--- src/hw/rtl/assert_macros.svh ---
// Assertion macros for the RTL files (included by e2a_back)
`ifndef ASSERT_MACROS_SVH
`define ASSERT_MACROS_SVH

// Check cons in the same cycle as ante
`define E2A_ASSERT_IMPL(lbl, ante, cons, msg) \
  lbl: assert property (@(posedge clk) disable iff (!rst_n) (ante) |-> (cons)) \
    else $error(msg);

// Check cons in the cycle after ante
`define E2A_ASSERT_NEXT(lbl, ante, cons, msg) \
  lbl: assert property (@(posedge clk) disable iff (!rst_n) (ante) |=> (cons)) \
    else $error(msg);

`endif

--- src/hw/rtl/e2a_pkg.sv ---
// Types and constants of the Euler-angle to axis-vector block
package e2a_pkg;

  localparam int FRAC = 28;
  localparam logic signed [31:0] PI_Q      = 32'sd843314857;
  localparam logic signed [31:0] HALF_PI_Q = 32'sd421657428;
  localparam logic [28:0]        ONE_Q     = 29'd268435456;

  localparam int STEPS = 3;
  localparam int unsigned SIN_DIV [STEPS+1] = '{72, 42, 20, 6};
  localparam int unsigned COS_DIV [STEPS+1] = '{90, 56, 30, 12};

  localparam int SC_LAT = 2 * STEPS + 4;

  localparam int QUEUE_DEPTH = 4;
  localparam int QPTR_W      = $clog2(QUEUE_DEPTH);

  localparam logic [1:0] ROW_RIGHT = 2'd0;
  localparam logic [1:0] ROW_UP    = 2'd1;
  localparam logic [1:0] ROW_FWD   = 2'd2;

  typedef logic signed [29:0] ang_t;
  typedef logic signed [30:0] trig_t;

  typedef struct packed {
    ang_t       ax;
    ang_t       ay;
    ang_t       az;
    logic [2:0] flip;
    logic [1:0] row;
  } item_t;

endpackage

--- src/hw/rtl/e2a_fifo.sv ---
// Short queue between front and back end
module e2a_fifo import e2a_pkg::*; (
  input  logic  clk,
  input  logic  rst_n,
  input  logic  push_valid,
  output logic  push_ready,
  input  item_t push_data,
  output logic  pop_valid,
  input  logic  pop,
  output item_t pop_data
);

  item_t             mem_r [QUEUE_DEPTH];
  logic [QPTR_W-1:0] wr_r, rd_r;
  logic [QPTR_W:0]   cnt_r;
  logic              do_push, do_pop;

  assign push_ready = (cnt_r != (QPTR_W+1)'(QUEUE_DEPTH));
  assign pop_valid  = (cnt_r != '0);
  assign pop_data   = mem_r[rd_r];
  assign do_push    = push_valid && push_ready;
  assign do_pop     = pop && pop_valid;

  always_ff @(posedge clk) begin
    if (do_push) begin
      mem_r[wr_r] <= push_data;
    end
  end

  always_ff @(posedge clk) begin
    if (!rst_n) begin
      wr_r  <= '0;
      rd_r  <= '0;
      cnt_r <= '0;
    end else begin
      if (do_push) begin
        wr_r <= wr_r + 1'b1;
      end
      if (do_pop) begin
        rd_r <= rd_r + 1'b1;
      end
      cnt_r <= cnt_r + (QPTR_W+1)'(do_push) - (QPTR_W+1)'(do_pop);
    end
  end

endmodule

--- config.mk ---
export PLATFORM = sky130hd
export DESIGN_NAME = e2a_fifo
export DESIGN_NICKNAME = d
export VERILOG_FILES = /design/src/hw/rtl/assert_macros.svh /design/src/hw/rtl/e2a_pkg.sv /design/src/hw/rtl/e2a_fifo.sv
export SDC_FILE = /design/constraint.sdc
export NUM_CORES = 1
export LEC_CHECK = 0
export ABC_AREA = 1
export BUFFER_PORTS_ARGS = -buffer_cell sky130_fd_sc_hd__clkbuf_2
export CAP_MARGIN = 20
export CORE_MARGIN = 2
export CORE_UTILIZATION = 34
export DETAILED_ROUTE_END_ITERATION = 7
export PLACE_DENSITY = 0.56
export SETUP_SLACK_MARGIN = 0.2
export SYNTH_ARGS = -nofsm -noshare
export SYNTH_HDL_FRONTEND = slang
export SYNTH_SLANG_ARGS = --single-unit
--- constraint.sdc ---
create_clock -name clk -period 9.9 [get_ports clk]
set_input_delay 0.495 -clock clk [delete_from_list [all_inputs] [get_ports clk]]
set_output_delay 0.495 -clock clk [all_outputs]
set_load 0.005 [all_outputs]
# Word level (Yosys, flattened, before mapping)
# Memory sizes are Yosys's and may differ from the RTL's. A register that Yosys moved wholly into a read port is not among the register bits.
# Index checks and enable logic that the tools add are counted.
[op_classes]
n_div = 0
add_sub_neg = 4
shifts = 0
n_lt_le_gt_ge = 0
n_mux = 4
multipliers = 0
eq_ne = 1
bitwise = 0
reduce_logical = 3
[op_table]
columns = ["operator", "count"]
rows = [
  ["2-bit by 1-bit adder with 2-bit output (second input constant)", 2],
  ["2-bit 2-to-1 mux", 2],
  ["3-bit by 1-bit adder with 3-bit output", 1],
  ["3-bit inequality test (second input constant)", 1],
  ["3-bit nonzero test", 1],
  ["3-bit by 1-bit subtractor with 3-bit output", 1],
  ["1-bit logical AND", 2],
  ["1-bit 2-to-1 mux", 2],
]
[totals]
mem_count = 1
register_bits = 7
latchBits = 0
romBits = 0
out_inout_bits = 97
ram_bits = 380
[memory_table]
columns = ["memory", "words", "width", "rd", "rd_clocked_by_memory_dff", "write_ports", "line_no", "rtl"]
rows = [
  ["mem_r", 4, 95, 1, 1, 1, "e2a_fifo.sv:13", "item_t mem_r [QUEUE_DEPTH];"],
]

# Depth between registers and ports, before layout
[depth]
ltp_word = 4
depth_mapped = 10
mapped_depth_nobuf = 10

# Worst setup path before layout
# Ideal clock, no wire load.
[synth_timing]
path_type = "flip-flop to flip-flop"
from = "register cnt_r[1]"
to = "memory mem_r[0][0] (netlist bit), enable pin"
required_time_ns = 9.350
setup_time_ns = 0.550
arrival_ns = 4.712
path_slack_ns = 4.638
path_stages_with_launch = 5
cell_sequence = "dfxtp_1 nor2_1 nand2_1 nand2_1 nor2_1"
[synth_via]
elab_chain_cells = 4
[synth_rtl]
columns = ["element", "line_no", "rtl"]
rows = [
  ["start: declaration", "e2a_fifo.sv:15", "logic [QPTR_W:0] cnt_r;"],
  ["start signal: assignment", "e2a_fifo.sv:42", "cnt_r <= cnt_r + (QPTR_W+1)'(do_push) - (QPTR_W+1)'(do_pop);"],
  ["3-bit inequality test", "e2a_fifo.sv:18", "assign push_ready = (cnt_r != (QPTR_W+1)'(QUEUE_DEPTH));"],
  ["named net push_ready", "e2a_fifo.sv:6", "output logic push_ready,"],
  ["1-bit logical AND", "e2a_fifo.sv:21", "assign do_push = push_valid && push_ready;"],
  ["1-bit 2-to-1 mux", "e2a_fifo.sv:25", "if (do_push) begin"],
  ["1-bit 2-to-1 mux (implied by the code)", "e2a_fifo.sv:26", "mem_r[wr_r] <= push_data;"],
  ["end: declaration", "e2a_fifo.sv:13", ""],
]
# The timed path passes the listed nets, and every way through them passes these cells.

==> impl_metrics.ini <==
[cts]
clock-sinks = 389
cts_buffer_depth = 3
cts-resized-gates = 0
cts_tree = done
holdBufCountCts = 0
clock_latency_ps = 550
numCtsBuffers = 41
clkTransAtPathRegs_ps = 60
htree_levels = 2
ctsRootBufferMaster = clkbuf_16
postCtsSetupBuffers = 0

[layout]
post-route-util_pct = 41.0
areaGrowthSynthToFinish_pct = 18.4
nets = 1279
final_area_mm2 = 0.0172
diodes = 0
drive_gt1_share_pct = 22.3

[timing]
tightest_slew_ps = 927
fin_crit_ps = 3790
timing.final.crit_share_pct = 38.3
rsz0062_at_grt = false
slew_headroom_pct = 38.2
slew_viol_final = 0
final.setup.tns_ps = 0
fmax_ghz = 0.264
setup_ws_ps = 6110
holdWs_ps = 159
worst_clock_skew_ps = 23.8
hold_violations = 0
setup_viol = 0

[drt]
routed.top_layer = met4
drt_iter0_drc = 560
routed_wl_um = 32100
firstDrtPassIters = 7
viasPerCell = 4.93
wire_per_inst_um = 18.5
remaining_drc_errors = 0
ant_nets = 0
met2RoutedLength_um = 14900
route.met3.wl_um = 2070
vias = 8581
met1Wirelength_um = 14400

[critical_path]
critPathLaunchType = flip-flop
cp_slowest_stage_delay_ps = 720
reg2reg_depth = 10
crit_path_top_delay_cell = buf_4
end_kind = output pin
cp.required_ps = 9410
crit_cells = 5
critPathArrivalTime_ps = 3300
worstSetupPathType = flip-flop to output pin
path_cells = buf_4 > buf_4 > o21ai_0 > o22ai_1 > clkbuf_2
cp_top_family = buffers and inverters
path_buf_inv = 3
path_common_cell = buf_4
cp_max_fo = 88

[logic_synthesis]
synth_area_per_cell_um2 = 14.8
muxShareOfSynthArea_pct = 0
synth_top_area_share_pct = 78.5
yosysUniqueCellTypes = 21
synthCells = 983
syn-num-nets = 1089
synth_seq_area_share_pct = 79.7
synth_xor_area_share_pct = 0
synth-edff-count = 380
synth_area_leaders = edfxtp_1, o21ai_0, nor2_1
async_reset_ff_share_pct = 0
synth-simple-area-share_pct = 5.65
synth-seq-cells = 389
ys.flop_type = edfxtp_1
synth-compound-area-share_pct = 10.9
ys_warn_count = 0
synth_fa_ha_area_share_pct = 0.654
synth.cell_area_mm2 = 0.0145
synth_top_family_by_area = compound AO/OA/AOI/OAI gates
yosysTopAreaCell = edfxtp_1

[worst_hold_path]
hp-class = input port to flip-flop
whs_path_depth = 1

[grt]
grt_start_max_net_pins = 104
first_global_vias = 8458
antenna_found_initial = 0
grt_pass1_wl_um = 48600
grt_overflow = 0
grt_usage_pct = 14.4

[floorplanning]
fp.coreArea_mm2 = 0.0420
ioPinCount = 196
die_y_um = 211
die_area_mm2 = 0.0444
die_x_um = 211
num_rows = 75
initial_utilization_pct = 34.6

[run]
maxCapViolCount = 0

[placed_design]
post-dp-hpwl_um = 17300
dp_slack_ps = 6640
place_area_mm2 = 0.0159
portBuffers = 195
gp_congestion = 0.720

[power_and_ir_drop]
p_leak_nw = 6.01
peakVddDrop_v = 0.000164
powerDensity_mw_per_mm2 = 255

[status]
status = complete, no violations
-- registers in the layout (all words and copies together), names as in the netlist, named ones only --
signal and flops:
mem_r 380, cnt_r 3, rd_r 2, wr_r 2
-- final cells by class --
class                   count  area (um2)
clock buffers              52        1110
multi-input cells         517        2530
inverters                  16        65.1
well taps                 539         674
clock inverters            20         169
fillers                  3903       24800
flip-flops and latches    389       11600
repair buffers            208        1070
-- stage by stage --
stage               cells  total power, W
floorplan             983         0.00263
global placement     1669         0.00297
CTS                  1741         0.00446
detailed placement   1669         0.00298
finish               1741         0.00438
global route         1741         0.00462
-- cell families after synthesis --
| family | Yosys count |
|---|---|
| buffers and inverters | 77 |
| and+or+nand+nor | 218 |
| adders and majority gates | 7 |
| DFF | 389 |
| AOI/OAI and AO/OA | 292 |
-- final timing paths --
check | from | end | slack [ps]
setup reg to reg | cnt_r[1] | cnt_r[2] | 7530
hold / removal | push_data[42] | mem_r[1][42] | 160
setup / recovery | flip-flop | pop_data[78] | 6110
hold reg to reg | rd_r[0] | rd_r[0] | 480
-- layer usage --
layer | global-route usage, % | vias up
li1 | - | 4087
met1 | 19.1 | 4216
met2 | 22.8 | 228
met3 | 3.64 | 50
met4 | 5.61 | 0
met5 | 0 | -
-- synthesized netlist by cell type, types with 2 or more instances --
cell      instances
a21boi_0          2
a21oi_1           4
buf_2            19
buf_4             2
buf_6            13
clkbuf_1         18
clkbuf_2          8
dfxtp_1           9
edfxtp_1        380
ha_1              6
inv_1            14
nand2_1          13
nand3_1           3
nor2_1          202
o21ai_0         177
o21ai_1          14
o22ai_1          95
-- power by group --
group	switching, W	internal [W]
clock	0.000594	0.000867
combinational	0.000569	0.000285
sequential	0.0000614	0.00201
total	0.00122	0.00316
-- layout by cell type (no fill, tap or decap), types with 6 or more instances in the layout --
cell type	count
buf_4	13
clkbuf_1	9
clkbuf_16	43
o22ai_1	95
ha_1	6
edfxtp_1	380
o21ai_0	177
o21ai_1	14
nand2_1	13
inv_1	14
clkinv_1	11
clkbuf_2	195
nor2_1	198
dfxtp_1	7
No activity file was read; power rests on OpenSTA's default activity.
