===== src/hw/rtl/assert_macros.svh =====
// Assertion macros for the RTL files (included by e2a_back)
`ifndef ASSERT_MACROS_SVH
`define ASSERT_MACROS_SVH

// Check cons in the same cycle as ante
`define E2A_ASSERT_IMPL(lbl, ante, cons, msg) \
  lbl: assert property (@(posedge clk) disable iff (!rst_n) (ante) |-> (cons)) \
    else $error(msg);

// Check cons in the cycle after ante
`define E2A_ASSERT_NEXT(lbl, ante, cons, msg) \
  lbl: assert property (@(posedge clk) disable iff (!rst_n) (ante) |=> (cons)) \
    else $error(msg);

`endif


===== src/hw/rtl/e2a_pkg.sv =====
// Types and constants of the Euler-angle to axis-vector block
package e2a_pkg;

  localparam int FRAC = 28;
  localparam logic signed [31:0] PI_Q      = 32'sd843314857;
  localparam logic signed [31:0] HALF_PI_Q = 32'sd421657428;
  localparam logic [28:0]        ONE_Q     = 29'd268435456;

  localparam int STEPS = 3;
  localparam int unsigned SIN_DIV [STEPS+1] = '{72, 42, 20, 6};
  localparam int unsigned COS_DIV [STEPS+1] = '{90, 56, 30, 12};

  localparam int SC_LAT = 2 * STEPS + 4;

  localparam int QUEUE_DEPTH = 4;
  localparam int QPTR_W      = $clog2(QUEUE_DEPTH);

  localparam logic [1:0] ROW_RIGHT = 2'd0;
  localparam logic [1:0] ROW_UP    = 2'd1;
  localparam logic [1:0] ROW_FWD   = 2'd2;

  typedef logic signed [29:0] ang_t;
  typedef logic signed [30:0] trig_t;

  typedef struct packed {
    ang_t       ax;
    ang_t       ay;
    ang_t       az;
    logic [2:0] flip;
    logic [1:0] row;
  } item_t;

endpackage


===== src/hw/rtl/e2a_front.sv =====
// Front end: scale the angles, negate X and Z, range-reduce them, map the selector
module e2a_front import e2a_pkg::*; #(
  parameter int ANGLE_BITS = 16
) (
  input  logic signed [ANGLE_BITS-1:0] angle_x,
  input  logic signed [ANGLE_BITS-1:0] angle_y,
  input  logic signed [ANGLE_BITS-1:0] angle_z,
  input  logic [1:0]                   axis_select,
  output item_t                        item
);

  localparam int SH = 31 - ANGLE_BITS;

  function automatic logic [30:0] reduce(input logic signed [31:0] a);
    logic signed [31:0] r;
    logic               f;
    r = a;
    f = 1'b0;
    if (a > HALF_PI_Q) begin
      r = a - PI_Q;
      f = 1'b1;
    end else if (a < -HALF_PI_Q) begin
      r = a + PI_Q;
      f = 1'b1;
    end
    return {f, r[29:0]};
  endfunction

  logic signed [31:0] qx, qy, qz;
  logic [30:0]        rx, ry, rz;

  always_comb begin
    qx = -(32'(angle_x) <<< SH);
    qy = 32'(angle_y) <<< SH;
    qz = -(32'(angle_z) <<< SH);
    rx = reduce(qx);
    ry = reduce(qy);
    rz = reduce(qz);
    item.ax   = rx[29:0];
    item.ay   = ry[29:0];
    item.az   = rz[29:0];
    item.flip = {rz[30], ry[30], rx[30]};
    item.row  = (axis_select > ROW_FWD) ? ROW_FWD : axis_select;
  end

endmodule


===== config.mk =====
export PLATFORM = sky130hd
export DESIGN_NAME = e2a_front
export DESIGN_NICKNAME = d
export VERILOG_FILES = /design/src/hw/rtl/assert_macros.svh /design/src/hw/rtl/e2a_pkg.sv /design/src/hw/rtl/e2a_front.sv
export SDC_FILE = /design/constraint.sdc
export NUM_CORES = 1
export LEC_CHECK = 0
export BUFFER_PORTS_ARGS = -buffer_cell sky130_fd_sc_hd__buf_2
export CAP_MARGIN = 20
export CELL_PAD_IN_SITES_DETAIL_PLACEMENT = 1
export CELL_PAD_IN_SITES_GLOBAL_PLACEMENT = 2
export CORE_MARGIN = 8
export CORE_UTILIZATION = 25
export DETAILED_ROUTE_END_ITERATION = 8
export PLACE_DENSITY = 0.89
export SYNTH_ARGS = -nofsm -noshare
export SYNTH_HDL_FRONTEND = slang
export SYNTH_SLANG_ARGS = --single-unit
export TNS_END_PERCENT = 10

===== constraint.sdc =====
create_clock -name vclk -period 3.76
set_clock_uncertainty 0.2 [all_clocks]
set_input_delay 0.188 -clock vclk [all_inputs]
set_output_delay 0.188 -clock vclk [all_outputs]
set_load 0.05 [all_outputs]

Word level (Yosys, flattened, before mapping)
Index checks and enable logic that the tools add are counted.
{ "word_totals": {"input_bits": 50, "ff_bits": 0, "out_inout_bits": 95, "wordCells": 28} }
{ "op_classes": {"n_mux": 13, "magnitude_cmp": 7, "addsub": 8} }
{ "op_table": {"columns": ["operator", "count"], "rows": [
  ["$mux W30", 6],
  ["$add A30 B29 Y30 const B", 3],
  ["$sub A30 B29 Y30 const B", 3],
  ["$gt A32 B30 Y1 const B", 2],
  ["$lt A32 B30 Y1 const B", 2],
  ["$neg A31 Y32", 2],
  ["$gt A31 B30 Y1 const B", 1],
  ["$lt A31 B30 Y1 const B", 1],
  ["$mux W1", 6],
  ["$gt A2 B2 Y1 const B", 1],
  ["$mux W2", 1]
]} }

Logic depth before layout (Yosys ltp)
Gate-level depths: netlist of the first run.
{ "logic_depth": {"ltp_word": 4, "ltp_mapped": 16, "ltp_nobuf": 14} }

Least setup slack after synthesis of the first run
No wires, ideal clock.
{ "synth_timing": {"path_type": "input to output", "start": "input port angle_x[0]", "end": "output port item[85] (netlist name)", "arrival_ps": 3947, "setup_slack_ps": -575, "t_required_ps": 3372, "n_path_buf": 1, "cell_stages": 15, "cell_sequence": "inv_1 ha_1 nor3b_2 xnor2_1 inv_1 ha_1 inv_1 a221oi_1 o22a_1 o211ai_1 nand2_1 inv_1 buf_2 a221oi_1 a311oi_1"} }
{ "synth_lines": {"columns": ["element", "line_no", "rtl"], "rows": [
  ["from (decl)", "e2a_front.sv:5", "input logic signed [ANGLE_BITS-1:0] angle_x,"],
  ["to (decl)", "e2a_front.sv:9", "output item_t item"]
]} }

==> run summary, run 1 <==
critical path data arrival time: 3220 ps
Reg area: 0 sq um
HP Class: input port to output pin
Max Fclk: 0.277 GHz
Sequential Power Share: 0%
# Max-Cap Violations: 0
net switching fraction of the power: 72.4%
Total GRT Usage: 13.6%
die height: 131 um
vias per inst: 5.21
critical-path maximum fanout: 11
Critical Path Sink Type: output pin
count of input and output buffers: 145
Hold Vio Cnt, Final: 0
synthesized area: 0.00333 sq mm
final setup vio count: 0
Syn Area/Cell: 6.45 sq um
max-slew violation count: 0
Syn Inst Count: 516
grt ovf: 0
Final Cycle Share: 96.0%
Final ANT Viol Nets: 0
Leakage Power: 1.79 nW
sequential-to-total area share from yosys stat: 0%
relative max-transition margin: 61.5%
fin area: 0.00417 sq mm
Hold Startpoint: axis_select[1]
placed inst area: 0.00412 sq mm
clock buffers: 0
Synth area leaders: xnor2_1, buf_4, ha_1
row cnt: 42
RSZ-0062 raised after global routing: true
worst hold path endpoint: item[1]
power per standard cell area: 221 mW/mm^2
CP startpoint kind: input port
Crit Path Class: input port to output pin
Syn Nets: 580
hold depth: 2
area grow syn2layout: 25.5%
drt first pass iters: 4
final wirelength: 12600 um
Sw Pwr: 0.000669 W
routed vias: 4152
initial antenna violation count: 0
Peak VDD IR: 0.106 mV
Nets: 687
DRC errors left: 0
Final WS setup: 152 ps
Worst-Margin Slew: 573 ps
share of layout cells above drive strength 1: 32.7%
outcome: finished clean
area leader, netlist: xnor2_1
top cell type's share of synthesized area: 13.2%
Data required, critical path: 3370 ps
largest net degree at the start of global routing: 17
Die Wd: 131 um
dpl ws: 43.7 ps
WL per Instance: 15.8 um
hold_buf cts: 0
Ys Warns: 0
Period minus WS final: 3610 ps
Clk pwr share: 0%
initial core utilization: 25.3%
RePlAce Congestion: 0.845
Iter 0 DRT Violations: 151
ant diodes: 0
die area: 0.0173 sq mm
core area: 0.0131 sq mm
FF+latch count: 0
Yosys cell types: 73
first-pass GRT wire length: 21200 um
final core occ: 31.8%
P_int: 0.000254 W
I/O Pins: 145
Detailed Place HPWL: 10900 um
number of global-route vias before repair: 4262
Logic pwr share: 100.0%
-- cell usage in the layout (no fill, tap or decap), types with 7 or more instances in the layout --
master    count
a21oi_1      17
and2_1        8
xnor2_1      47
or2_2         8
inv_1        22
nand4_1      11
nand3_1      10
ha_1         13
o211ai_1      7
nor3_1       16
xor2_1       18
nor4_1       12
nor2_1       46
buf_4        26
buf_2       139
nand2_1      43
a31oi_1      11
o21ai_0      31
or3_1         9
-- stage by stage --
stage	hold WS [ps]	power, W	TNS, ps	std cells
finish	479	0.000923	0	797
global route	494	0.000982	-55.1	797
CTS	482	0.000919	0	797
detailed placement	481	0.000917	0	797
global placement	480	0.000906	0	797
floorplan	348	0.000711	-2780	516
-- worst max-delay path, stage by stage --
cell	delay (ps)
buf_2	170
inv_1	90
ha_1	190
nor3b_1	250
xnor2_1	150
buf_4	170
ha_1	230
o211ai_1	110
o32ai_1	110
a311o_1	390
nand3_1	240
nand2_2	140
o32ai_1	330
xnor2_1	170
buf_2	290
-- worst max path at each step --
stage / startpoint / endpoint / slack (ps) / depth (start not counted)
2_1_floorplan: angle_z[0] / item[32] / -280 / 15
3_3_place_gp: angle_z[1] / item[23] / 160 / 13
3_5_place_dp: angle_x[0] / item[83] / 40 / 14
4_1_cts: angle_x[0] / item[92] / 50 / 13
5_1_grt: angle_x[0] / item[83] / -30 / 14
6_report: angle_z[1] / item[32] / 150 / 15
-- routing by layer --
| metal | share of wire [%] | track usage, % | vias up | wire [um] |
|---|---|---|---|---|
| li1 | - | - | 2050 | - |
| met3 | 3.7 | 1.45 | 8 | 465 |
| met4 | 0.45 | 0.766 | 0 | 57 |
| met2 | 51 | 25.5 | 97 | 6390 |
| met1 | 45 | 17.1 | 1997 | 5720 |
| met5 | 0 | 0 | - | 0 |
-- timing repair --
item,4_1_cts,5_1_grt
buffers inserted,0,0
endpoints found under the setup margin,0,21
resized for setup,0,16
-- logic make-up (layout without fill, tap and decap cells) --
| family | after synthesis | after routing | share of synthesized area [%] |
|---|---|---|---|
| AO/OA/AOI/OAI | 140 | 140 | 29.3 |
| XOR/XNOR | 69 | 69 | 18.4 |
| adder cells (fa/ha/maj) | 14 | 14 | 5.27 |
| buffers and inverters | 90 | 195 | 15.0 |
| multiplexers | 3 | 3 | 0.940 |
| AND/OR/NAND/NOR | 200 | 200 | 31.1 |
-- layout make-up --
| cell class | count | area, sq um |
|---|---|---|
| Tap cell | 176 | 220 |
| Fill cell | 1738 | 8960 |
| Timing Repair Buffer | 171 | 961 |
| Multi-Input combinational cell | 426 | 2900 |
| Inverter | 24 | 90.1 |
-- power by group through the flow --
stage          clock network [W]  registers, W  logic [W]
2_1_floorplan                  0             0   0.000711
3_3_place_gp                   0             0   0.000906
3_5_place_dp                   0             0   0.000917
4_1_cts                        0             0   0.000919
5_1_grt                        0             0   0.000982
6_report                       0             0   0.000923
-- cells in the mapped netlist (all sizes together) (3+ instances only) --
library cell   n
nor2          47
o32ai          3
a311oi         4
xnor2         50
nand3b         3
nand4         11
o31ai          5
o211ai         7
clkbuf        21
a21oi         19
a21o           3
ha            14
nor3          17
a31oi         11
and2           8
o21a           3
inv           23
nand2         44
o21bai         3
nor2b          4
nand2b         4
a211oi         4
a32oi          4
a211o          4
a21boi         4
xor2          19
a22oi          4
o41ai          3
or2            9
or3            9
buf           45
nor4          13
and3           7
o21ai         37
nand3         10
or4            7
Note: power is estimated with default switching activity, not from simulation.
==> run 2: changes to the inputs <==
--- a/config.mk
+++ b/config.mk
@@ -12,7 +12,9 @@
 export CORE_MARGIN = 8
 export CORE_UTILIZATION = 25
 export DETAILED_ROUTE_END_ITERATION = 8
+export MAX_ROUTING_LAYER = met4
 export PLACE_DENSITY = 0.89
+export RECOVER_POWER = 100
 export SYNTH_ARGS = -nofsm -noshare
 export SYNTH_HDL_FRONTEND = slang
 export SYNTH_SLANG_ARGS = --single-unit
==> run summary, run 2 (synthesis gave the netlist of run 1 again) <==
Crit Path Class: input port to output pin
Leakage Power: 1.67 nW
outcome: finished clean
most common cell after layout, fill and taps aside: buf_2
number of global-route vias before repair: 4260
dpl cells: 797
FILL cells: 1748
HP Class: input port to output pin
RePlAce Congestion: 0.858
I/O Pins: 145
Data required, critical path: 3370 ps
grt ovf: 0
hold_buf cts: 0
crit path to: item[32]
routed vias: 4140
Iter 0 DRT Violations: 179
critical-path maximum fanout: 11
drt first pass iters: 4
CP startpoint: angle_z[1]
Total GRT Usage: 14.0%
commonest cells after routing, fill and taps aside: buf_2, xnor2_1, nor2_1
CP startpoint kind: input port
first-pass GRT wire length: 21200 um
area grow syn2layout: 24.0%
Critical Path Sink Type: output pin
Peak VDD IR: 0.105 mV
FF+latch count: 0
initial antenna violation count: 0
Reg area: 0 sq um
Nets: 687
Die Wd: 131 um
critical-path cell with the highest stage delay: a311o_1
clock buffers: 0
Detailed Place HPWL: 10900 um
fin area: 0.00412 sq mm
Largest stage delay, worst path: 390 ps
Fin Hold WS: 565 ps
ant diodes: 0
power per standard cell area: 221 mW/mm^2
non-filler cells, final: 797
core area: 0.0131 sq mm
final wirelength: 12700 um
RSZ-0062 raised after global routing: true
vias per inst: 5.19
Max Fclk: 0.277 GHz
DRC errors left: 0
Hold Vio Cnt, Final: 0
critical path data arrival time: 3220 ps
Final Cycle Share: 96.0%
die height: 131 um
share of layout cells above drive strength 1: 26.1%
post-CTS setup buffer count: 0
largest net degree at the start of global routing: 17
Period minus WS final: 3610 ps
Worst-Margin Slew: 621 ps
count of input and output buffers: 145
relative max-transition margin: 58.8%
max-slew violation count: 0
# Max-Cap Violations: 0
placed inst area: 0.00412 sq mm
die area: 0.0173 sq mm
Pwr Total: 0.000913 W
WL per Instance: 15.9 um
Final ANT Viol Nets: 0
initial core utilization: 25.3%
final setup vio count: 0
CP Cell Sequence: buf_2 -> inv_1 -> ha_1 -> nor3b_1 -> xnor2_1 -> buf_4 -> ha_1 -> o211ai_1 -> o32ai_1 -> a311o_1 -> nand3_1 -> nand2_2 -> o32ai_1 -> xnor2_1 -> buf_2
row cnt: 42
[run 2: changes by cell type in the layout (fill, tap and decap cells not counted)]
cell / change
buf_2: -41
clkbuf_1: +40
clkbuf_2: +1
or2_0: +1
or2_2: -1
[run 2: cell type report]
class,count,area [sq um],share of cell area (%)
timing repair buffer,171,911,22.1
multi-input combinational,426,2900,70.4
tap,176,220,5.34
inverter,24,90.1,2.18
[run 2: repair_timing]
action	in CTS	in global routing
setup endpoints to repair	0	21
endpoints found under the hold margin	0	0
resized for setup	0	16
[run 2: worst min-delay path by stage]
| stage | slack, ps | start | endpoint | cells past startpoint |
|---|---|---|---|---|
| 5_1_grt | 580 | axis_select[1] | item[1] | 2 |
| 3_3_place_gp | 480 | axis_select[1] | item[1] | 2 |
| 6_report | 560 | axis_select[1] | item[1] | 2 |
| 2_1_floorplan | 350 | axis_select[1] | item[0] | 1 |
| 4_1_cts | 480 | axis_select[1] | item[1] | 2 |
| 3_5_place_dp | 480 | axis_select[1] | item[1] | 2 |
[run 2: critical path, delay by kind of cell]
family / cells / cell delay (ps)
AND/OR/NAND/NOR: 3 / 620
adder cells (fa/ha/maj): 2 / 410
buffers and inverters: 4 / 720
AO/OA/AOI/OAI: 4 / 950
XOR/XNOR: 2 / 320
[run 2: metal layers]
metal	GRT usage, %	share of wire [%]
met1	17.2	46
met2	25.5	50
met3	1.30	3.3
met4	0.766	0.38
met5	-	0
[run 2: per-stage QoR]
stage	TNS (ps)	utilization (%)	worst slack (ps)
after floorplan	-2780	-	-285
after global placement	0	31.3	159
after detailed placement	0	31.3	43.7
after CTS	0	31.3	51.2
after global routing	-55.1	31.4	-29.0
final	0	31.4	152
[run 2: report_power, final]
group	leakage, nW	internal, W	total [W]	switching, W
Clock	0	0	0	0
Sequential	0	0	0	0
Combinational	1.67	0.000243	0.000913	0.000670
==> run 3: changes to the inputs <==
--- a/config.mk
+++ b/config.mk
@@ -9,6 +9,7 @@
 export CAP_MARGIN = 20
 export CELL_PAD_IN_SITES_DETAIL_PLACEMENT = 1
 export CELL_PAD_IN_SITES_GLOBAL_PLACEMENT = 2
+export CORE_ASPECT_RATIO = 0.8
 export CORE_MARGIN = 8
 export CORE_UTILIZATION = 25
 export DETAILED_ROUTE_END_ITERATION = 8
==> run summary, run 3 (synthesis gave the netlist of run 1 again) <==
largest net degree at the start of global routing: 17
FF+latch count: 0
HP Class: input port to output pin
Leakage Power: 1.66 nW
Iter 0 DRT Violations: 156
# Max-Cap Violations: 0
WL per Instance: 16.6 um
Fin Hold WS: 568 ps
critical-path maximum fanout: 7
area grow syn2layout: 24.4%
Reg area: 0 sq um
RePlAce Congestion: 0.921
Hold Startpoint: axis_select[1]
Total GRT Usage: 14.6%
final setup vio count: 0
initial core utilization: 25.8%
Peak VDD IR: 0.0886 mV
Period minus WS final: 3630 ps
placed inst area: 0.00412 sq mm
worst hold path endpoint: item[1]
Final ANT Viol Nets: 0
die area: 0.0173 sq mm
routed vias: 4185
grt ovf: 0
I/O Pins: 145
vias per inst: 5.21
Final Cycle Share: 96.4%
hold depth: 2
Nets: 694
Worst-Margin Slew: 749 ps
ant diodes: 0
fin area: 0.00414 sq mm
drt first pass iters: 4
share of layout cells above drive strength 1: 25.0%
critical path data arrival time: 3240 ps
number of global-route vias before repair: 4423
Crit Path Class: input port to output pin
final wirelength: 13300 um
outcome: finished clean
initial antenna violation count: 0
most common cell after layout, fill and taps aside: buf_2
Max Fclk: 0.276 GHz
Detailed Place HPWL: 11300 um
relative max-transition margin: 49.9%
Data required, critical path: 3370 ps
DRC errors left: 0
first-pass GRT wire length: 22000 um
row cnt: 37
Critical Path Sink Type: output pin
Die Wd: 145 um
die height: 119 um
power per standard cell area: 222 mW/mm^2
count of input and output buffers: 145
max-slew violation count: 0
CP startpoint kind: input port
Hold Vio Cnt, Final: 0
RSZ-0062 raised after global routing: true
clock buffers: 0
core area: 0.0129 sq mm
commonest cells after routing, fill and taps aside: buf_2, clkbuf_1, nor2_1
-- run 3: changes by cell type in the layout (fill, tap and decap cells not counted), sizes merged --
cell	delta
clkbuf	+40
buf	-33
-- run 3: worst max-delay path, cell delays in order --
cell and delay (ps):
buf_2 140, inv_1 130, ha_2 260, or3b_2 500, o41ai_1 410, o31ai_1 140
a311oi_2 290, o21ai_0 120, nand3_1 130, buf_4 170, o21ai_0 110, xnor2_1 300
clkbuf_2 350
-- run 3: worst max-delay path by stage --
| stage | slack [ps] | to | depth (start not counted) | start |
|---|---|---|---|---|
| after floorplan | -280 | item[32] | 15 | angle_z[0] |
| after global placement | 100 | item[29] | 16 | angle_z[0] |
| after detailed placement | -30 | item[85] | 16 | angle_x[0] |
| after CTS | 0.05 | item[83] | 16 | angle_x[0] |
| after global routing | -50 | item[85] | 16 | angle_x[0] |
| final | 130 | item[90] | 13 | angle_x[0] |
-- run 3: area by class of cell --
type | count | area (sq um)
timing repair buffer | 178 | 918
multi-input combinational | 426 | 2910
fill | 1724 | 8780
inverter | 24 | 90.1
tap | 175 | 219
-- run 3: stage by stage --
step	setup TNS, ps	utilization (%)	cells	worst slack [ps]	total power, W
after global placement	0	31.9	800	105	0.000902
after detailed placement	-39.9	31.9	800	-28.6	0.000916
after CTS	0	31.9	800	0.0497	0.000919
final	0	32.0	803	134	0.000917
after global routing	-140	32.0	803	-49.3	0.000975
after floorplan	-2780	-	516	-285	0.000711
-- run 3: timing repair --
item / CTS / global route
hold buffers: 0 / 0
pin swaps: 0 / 2
setup endpoints to repair: 2 / 24
buffers inserted: 0 / 3
resized for setup: 1 / 20
-- run 3: routing by layer --
metal / track usage [%] / wire, um
met1: 18.5 / 6230
met2: 26.3 / 6610
met3: 1.10 / 428
met4: 0.525 / 16
met5: - / 0
-- run 3: where the power goes --
group          switching, W  internal, W  total, W
clock network             0            0         0
logic              0.000680     0.000238  0.000917
registers                 0            0         0
total              0.000680     0.000238  0.000917
